## src/hw/rtl/plinterp_pkg.sv

```systemverilog
`timescale 1ns / 1ps

package plinterp_pkg;

  localparam int unsigned TIME_W   = 32;
  localparam int unsigned VAL_W    = 32;
  localparam int unsigned PROD_W   = 2 * VAL_W;
  localparam int unsigned STEP_W   = $clog2(VAL_W);

  typedef enum logic [1:0] {
    OP_CLEAR  = 2'd0,
    OP_APPEND = 2'd1,
    OP_QUERY  = 2'd2
  } op_t;

  typedef enum logic [1:0] {
    ST_OK        = 2'd0,
    ST_RANGE     = 2'd1,
    ST_FULL      = 2'd2,
    ST_ORDER     = 2'd3
  } status_t;

  typedef enum logic [3:0] {
    S_IDLE,
    S_START,
    S_APP_CHK,
    S_APP_WR,
    S_SRCH,
    S_SRCH_CMP,
    S_FETCH_LO,
    S_FETCH_HI,
    S_FETCH_DIFF,
    S_KICK,
    S_ARITH,
    S_DONE
  } state_t;

endpackage

```

## src/hw/rtl/plinterp_muldiv.sv

```systemverilog
`timescale 1ns / 1ps

// Multiply then divide: q = (a * b) / d, truncated.
// The caller guarantees a * b < 2^32 * d, so the quotient fits 32 bits and
// the upper half of the product is already below the divisor.
module plinterp_muldiv (
  input  logic                     clk,
  input  logic                     rst_n,
  input  logic                     start,
  input  logic [plinterp_pkg::VAL_W-1:0] mul_a,
  input  logic [plinterp_pkg::VAL_W-1:0] mul_b,
  input  logic [plinterp_pkg::VAL_W-1:0] divisor,
  output logic                     done,
  output logic [plinterp_pkg::VAL_W-1:0] quotient
);

  import plinterp_pkg::*;

  logic              busy_r;
  logic              done_r;
  logic [STEP_W-1:0] step_r;
  logic [VAL_W-1:0]  div_r;
  logic [VAL_W-1:0]  rem_r;
  logic [VAL_W-1:0]  quo_r;
  logic [VAL_W:0]    trial;
  logic              fits;

  // One restoring step: shift in the next dividend bit, subtract if it fits.
  assign trial = {rem_r, quo_r[VAL_W-1]};
  assign fits  = (trial >= {1'b0, div_r});

  always_ff @(posedge clk) begin
    if (!rst_n) begin
      busy_r <= 1'b0;
      done_r <= 1'b0;
      step_r <= '0;
    end else begin
      done_r <= 1'b0;
      if (start) begin
        busy_r <= 1'b1;
        step_r <= '0;
      end else if (busy_r) begin
        step_r <= step_r + 1'b1;
        if (step_r == STEP_W'(VAL_W - 1)) begin
          busy_r <= 1'b0;
          done_r <= 1'b1;
        end
      end
    end
  end

  always_ff @(posedge clk) begin
    if (start) begin
      {rem_r, quo_r} <= PROD_W'(mul_a) * PROD_W'(mul_b);
      div_r          <= divisor;
    end else if (busy_r) begin
      rem_r <= fits ? VAL_W'(trial - {1'b0, div_r}) : trial[VAL_W-1:0];
      quo_r <= {quo_r[VAL_W-2:0], fits};
    end
  end

  assign done     = done_r;
  assign quotient = quo_r;

endmodule
```

## config.mk

```make
export PLATFORM = sky130hd
export DESIGN_NAME = plinterp_muldiv
export DESIGN_NICKNAME = d
export VERILOG_FILES = /design/src/hw/rtl/plinterp_pkg.sv /design/src/hw/rtl/plinterp_muldiv.sv
export SDC_FILE = /design/constraint.sdc
export NUM_CORES = 2
export LEC_CHECK = 0
export BUFFER_PORTS_ARGS = -buffer_cell sky130_fd_sc_hd__buf_2
export CORE_MARGIN = 3
export CORE_UTILIZATION = 50
export DETAILED_ROUTE_END_ITERATION = 7
export GPL_ROUTABILITY_DRIVEN = 0
export PLACE_DENSITY = 0.66
export SLEW_MARGIN = 10
export SYNTH_ARGS = -nofsm -noshare
export SYNTH_HDL_FRONTEND = slang
export SYNTH_SLANG_ARGS = --single-unit
```

## constraint.sdc

```tcl
create_clock -name clk -period 24.2 [get_ports clk]
set_input_delay 4.84 -clock clk [delete_from_list [all_inputs] [get_ports clk]]
set_output_delay 4.84 -clock clk [all_outputs]
set_load 0.005 [all_outputs]
```

Word level (Yosys, flattened, before mapping)
Cells that the tools add are included.

storage, ports and cells
  input bits = 99
  register bits after elaboration = 103
  logic and storage cells = 25

operators by class
  muxes and demuxes = 9
  eq/ne operators = 1
  reduce and logical (&&, ||, !) cells = 3
  add/subtract/negate cells = 2
  magnitude comparators = 1
  bitwise gates (word level) = 2
  multiply operators = 1

operators with widths
  kind                 count
  $mux 32              5
  $mul 32x32->64       1
  $ge 33x32->1         1
  $sub 32x32->32       1
  $add 5x1->5 const B  1
  $eq 5x5->1 const B   1
  $mux 1               4
  $reduce_or 3->1      1
  $not 1->1            2
  $reduce_bool 2->1    1
  $reduce_or 2->1      1

Depth between registers and ports, before layout
  depth after elaboration = 4
  mapped depth = 27
  depth with buffers taken out = 26

Least setup slack after synthesis
Ideal clock, no wire load.

  path type = in2reg
  from = input mul_a[25] (netlist name)
  to = register rem_r[28], data pin
  setup slack = 12.636 ns
  stages on the path = 25
  arrival = 11.304 ns
  path buffers = 1
  path through = clkbuf_1 -> and2_1 -> fa_1 -> fa_1 -> inv_1 -> fa_1 -> fa_1 -> inv_1 -> fa_1 -> fa_1 -> fa_1 -> inv_1 -> fa_1 -> inv_1 -> ha_1 -> and3_1 -> and2_1 -> and4_1 -> nand2_1 -> a31o_2 -> and3_1 -> o21ai_0 -> o22ai_1 -> xnor2_1 -> mux2_2

between the ends
  word-level cells in the longest chain between the ends = 2

RTL lines
  item                    line                   RTL
  start: declaration      plinterp_muldiv.sv:10  input logic [plinterp_pkg::VAL_W-1:0] mul_a,
  $mul 32x32->64          plinterp_muldiv.sv:54  {rem_r, quo_r} <= PROD_W'(mul_a) * PROD_W'(mul_b);
  $mux 32                 plinterp_muldiv.sv:53  if (start) begin
  end signal: assignment  plinterp_muldiv.sv:54
  end signal: assignment  plinterp_muldiv.sv:57  rem_r <= fits ? VAL_W'(trial - {1'b0, div_r}) : trial[VAL_W-1:0];
  end: declaration        plinterp_muldiv.sv:23  logic [VAL_W-1:0] rem_r;

Every way passes these cells.
A chain may end at the register's enable or synchronous reset.

Worst setup path in the final report
  from = input mul_a[14] (netlist name)
  to = register rem_r[30], data pin

Same word-level chain as after synthesis.

==> summary.md <==
| Metric | Value |
|---|---|
| Status | `complete, no violations` |
| Starting Density | `50.9%` |
| # nets final | `5415` |
| Worst-path maximum fanout | `32` |
| Worst Setup Slack, final | `11.70 ns` |
| Min Tclk post-route | `12.50 ns` |
| First-pass GRT wire length | `168000 um` |
| Hold path depth | `2` |
| Final period util | `51.7%` |
| Core area | `76600 um^2` |
| CP bufs+invs | `3` |
| Clock sink total | `103` |
| Die Ht | `285 um` |
| CTS tree | `yes` |
| Avg Synthesized Cell Area | `9.30 um^2` |
| Clock Latency Late Sink | `0.36 ns` |
| Wirelength per Cell | `20.0 um` |
| Setup bufs post-CTS | `0` |
| Yosys cell types | `70` |
| Critical path's top delay family | `adder cells` |
| Cell Area, Placed | `40200 um^2` |
| Crit-path max cell delay | `0.62 ns` |
| Startpoint type of the worst setup path | `input pin` |
| Footprint of the multi-input gates | `31800 um^2` |
| Slowest-stage cell, CP | `fa_1` |
| Ys Warns | `0` |
| Root buf cell | `clkbuf_16` |
| Via density | `5.43` |
| Ports | `132` |
| Critical path cell sequence | `buf_2, and2_1, fa_1, fa_1, inv_1, fa_1, fa_1, inv_1, fa_1, fa_1, fa_1, fa_1, ha_1, a21oi_1, o21ai_0, nor2_1, a31oi_2, a211oi_1, o21ai_0, a221o_1, a41oi_1, o211ai_1` |
| Gr usage total | `26.3%` |
| Synthesized flop and latch total | `103` |
| TNS Setup | `0 ns` |
| Critical Path Most Common Cell | `fa_1` |
| Setup Skew | `0.00796 ns` |
| Max frequency | `0.0800 GHz` |
| Row count | `101` |
| Crit Path Class | `input pin to register` |
| Critical Path RT | `24.30 ns` |
| Final hold vios | `0` |
| Routed wire length | `103000 um` |
| Iteration-0 DRC Markers | `1693` |
| CP Depth | `22` |
| Area delta synth->final | `3.71%` |
| Post-synth design cell area | `39000 um^2` |
| Vias | `28039` |
| Net Count, Synth | `5487` |
| Min-Delay Path Class | `register to register` |
| Post-DP HPWL | `83000 um` |
| Largest net degree at the start of global routing | `74` |
| WP data arrival | `12.61 ns` |
| Relative slew slack | `37.9%` |
| Post-synth EDFFs | `96` |
| Layout cell share with drive strength beyond 1 | `5.09%` |
| Finished Cell Area | `40500 um^2` |
| Syn Inst Count | `4194` |
| Clock edge transition at the registers on the reported setup and hold paths | `0.07 ns` |
| CTS max path bufs | `2` |
| Post-cts hold buffer count | `0` |
| Pre-CTS WS | `11.38 ns` |
| H-tree levels | `3` |
| Top_reg_cell synth | `edfxtp_1` |
| Fillers | `7177` |
| First-pass detailed-route iteration total | `7` |
| Port Buffers | `131` |
| Final ANT Viol Nets | `0` |
| Setup Viol. Count Final | `0` |
| Initial antenna violation count | `6` |
| Actual slew at the worst max-slew pin | `0.931 ns` |
| Number of global-route vias before repair | `30818` |
| Worst reg2reg path depth | `12` |
| Register area | `3020 um^2` |
| Fin. max-slew vios | `0` |
| Critical Path End Type | `register` |
| Die Wd | `285 um` |
| CTS resizes | `0` |
| DRC | `0` |
| Unrepaired setup endpoints after global routing | `false` |
| Ys async rst share | `0%` |
| Max_cap viols | `0` |
| GRT overflow | `0` |
| TritonCTS buffer count | `9` |
| DIE AREA | `81400 um^2` |
| Post-synthesis sequential area ratio | `7.75%` |
## synthesized netlist by cell type (3+ instances only)
cell type	n	area share (%)
a211oi_1	23	0.44
a21o_1	40	0.77
a21oi_1	116	1.5
a21oi_2	3	0.067
a221o_1	3	0.077
a221oi_1	5	0.11
a31o_2	4	0.090
a31oi_1	15	0.24
and2_1	600	9.6
and3_1	9	0.14
and4_1	3	0.067
buf_2	4	0.051
clkbuf_1	217	2.1
dfxtp_1	7	0.36
edfxtp_1	96	7.4
fa_1	897	46
ha_1	297	9.5
inv_1	895	8.6
mux2_2	32	0.92
mux2i_1	9	0.23
nand2_1	521	5.0
nand2b_1	7	0.11
nand3_1	16	0.21
nand3b_1	3	0.058
nand4_1	22	0.35
nor2_1	70	0.67
nor2b_1	14	0.22
nor3_1	19	0.24
nor4_1	3	0.048
o2111ai_1	4	0.090
o211ai_1	10	0.19
o21a_1	10	0.19
o21ai_0	66	0.85
o21ai_2	3	0.067
o21bai_1	11	0.21
o22ai_1	3	0.048
o31ai_1	4	0.077
or2_2	5	0.080
or3_1	3	0.048
xnor2_1	55	1.2
xor2_1	34	0.76
## logic make-up after synthesis
kind of cell / after synthesis / share of synthesized area [%]
xor gates and xnor gates: 89 / 2.00
adders and majority gates: 1194 / 55.5
buffers and inverters: 1119 / 10.8
DFF: 103 / 7.75
and+or+nand+nor: 1301 / 17.1
muxes: 41 / 1.15
AOI/OAI and AO/OA: 347 / 5.71
## layer usage
metal / GRT usage [%] / part of all wire, % / up-vias
met4: 11.9 / 5.4 / 6
met3: 3.06 / 5.0 / 264
met2: 45.8 / 50 / 818
met1: 33.1 / 39 / 14547
met5: 0 / 0.045 / -
li1: - / - / 12404
## flip-flops by register name, indices dropped and copies added, names as in the netlist
register  count
busy_r        1
div_r        32
rem_r        32
quotient     32
step_r        5
done          1
## through the flow
step	util (%)	instances	hold WS [ns]
3_3_place_gp	52.5	5141	0.484
4_1_cts	52.8	5156	0.509
6_report	52.8	5161	0.504
3_5_place_dp	52.5	5141	0.493
2_1_floorplan	-	4194	0.467
5_1_grt	52.8	5156	0.536
## worst register-to-register path: cells and delay by family (launching register included)
kind	cells	cell delay, ns
AO/OA/AOI/OAI	4	0.69
multiplexers	1	0.30
buffers and inverters	1	0.30
adder cells (fa/ha/maj)	1	0.39
AND/OR/NAND/NOR	5	1.24
flip-flops	1	0.42
## layout make-up
cell class	instances	area share (%)
tap	1030	3.18
antenna	5	0.0309
sequential	103	7.47
timing repair buffer	141	1.81
clock inverter	5	0.0618
inverter	895	8.30
multi-input combinational	2972	78.6
clock buffer	10	0.566
## layout by cell type, fill, tap and decap left out, types with 9 or more instances in the layout
master and count:
ha_1 297, edfxtp_1 96, a31oi_1 15, a21o_1 40, mux2i_1 9, inv_1 895, buf_2 130, nand2_1 521
buf_4 11, xor2_1 34, a21oi_1 116, nor2_1 70, nor2b_1 14, clkbuf_16 9, o21a_1 10, o211ai_1 10
nand4_1 22, and2_1 600, o21bai_1 11, xnor2_1 55, nand3_1 16, and3_1 9, nor3_1 19, fa_1 897
mux2_2 32, o21ai_0 66, a211oi_1 23
## final timing paths
check	to	slack, ns	start
min reg2reg	step_r[4]$_SDFFE_PP0P_	0.50	step_r[4]$_SDFFE_PP0P_
max reg2reg	rem_r[28]$_DFFE_PP_	20.62	rem_r[15]$_DFFE_PP_
min	step_r[4]$_SDFFE_PP0P_	0.50	step_r[4]$_SDFFE_PP0P_
max	rem_r[30]$_DFFE_PP_	11.70	mul_a[14]
Power is left out: the tool's default activity adds up to more than one toggle a clock period on the data nets, which glitch-free logic cannot reach.
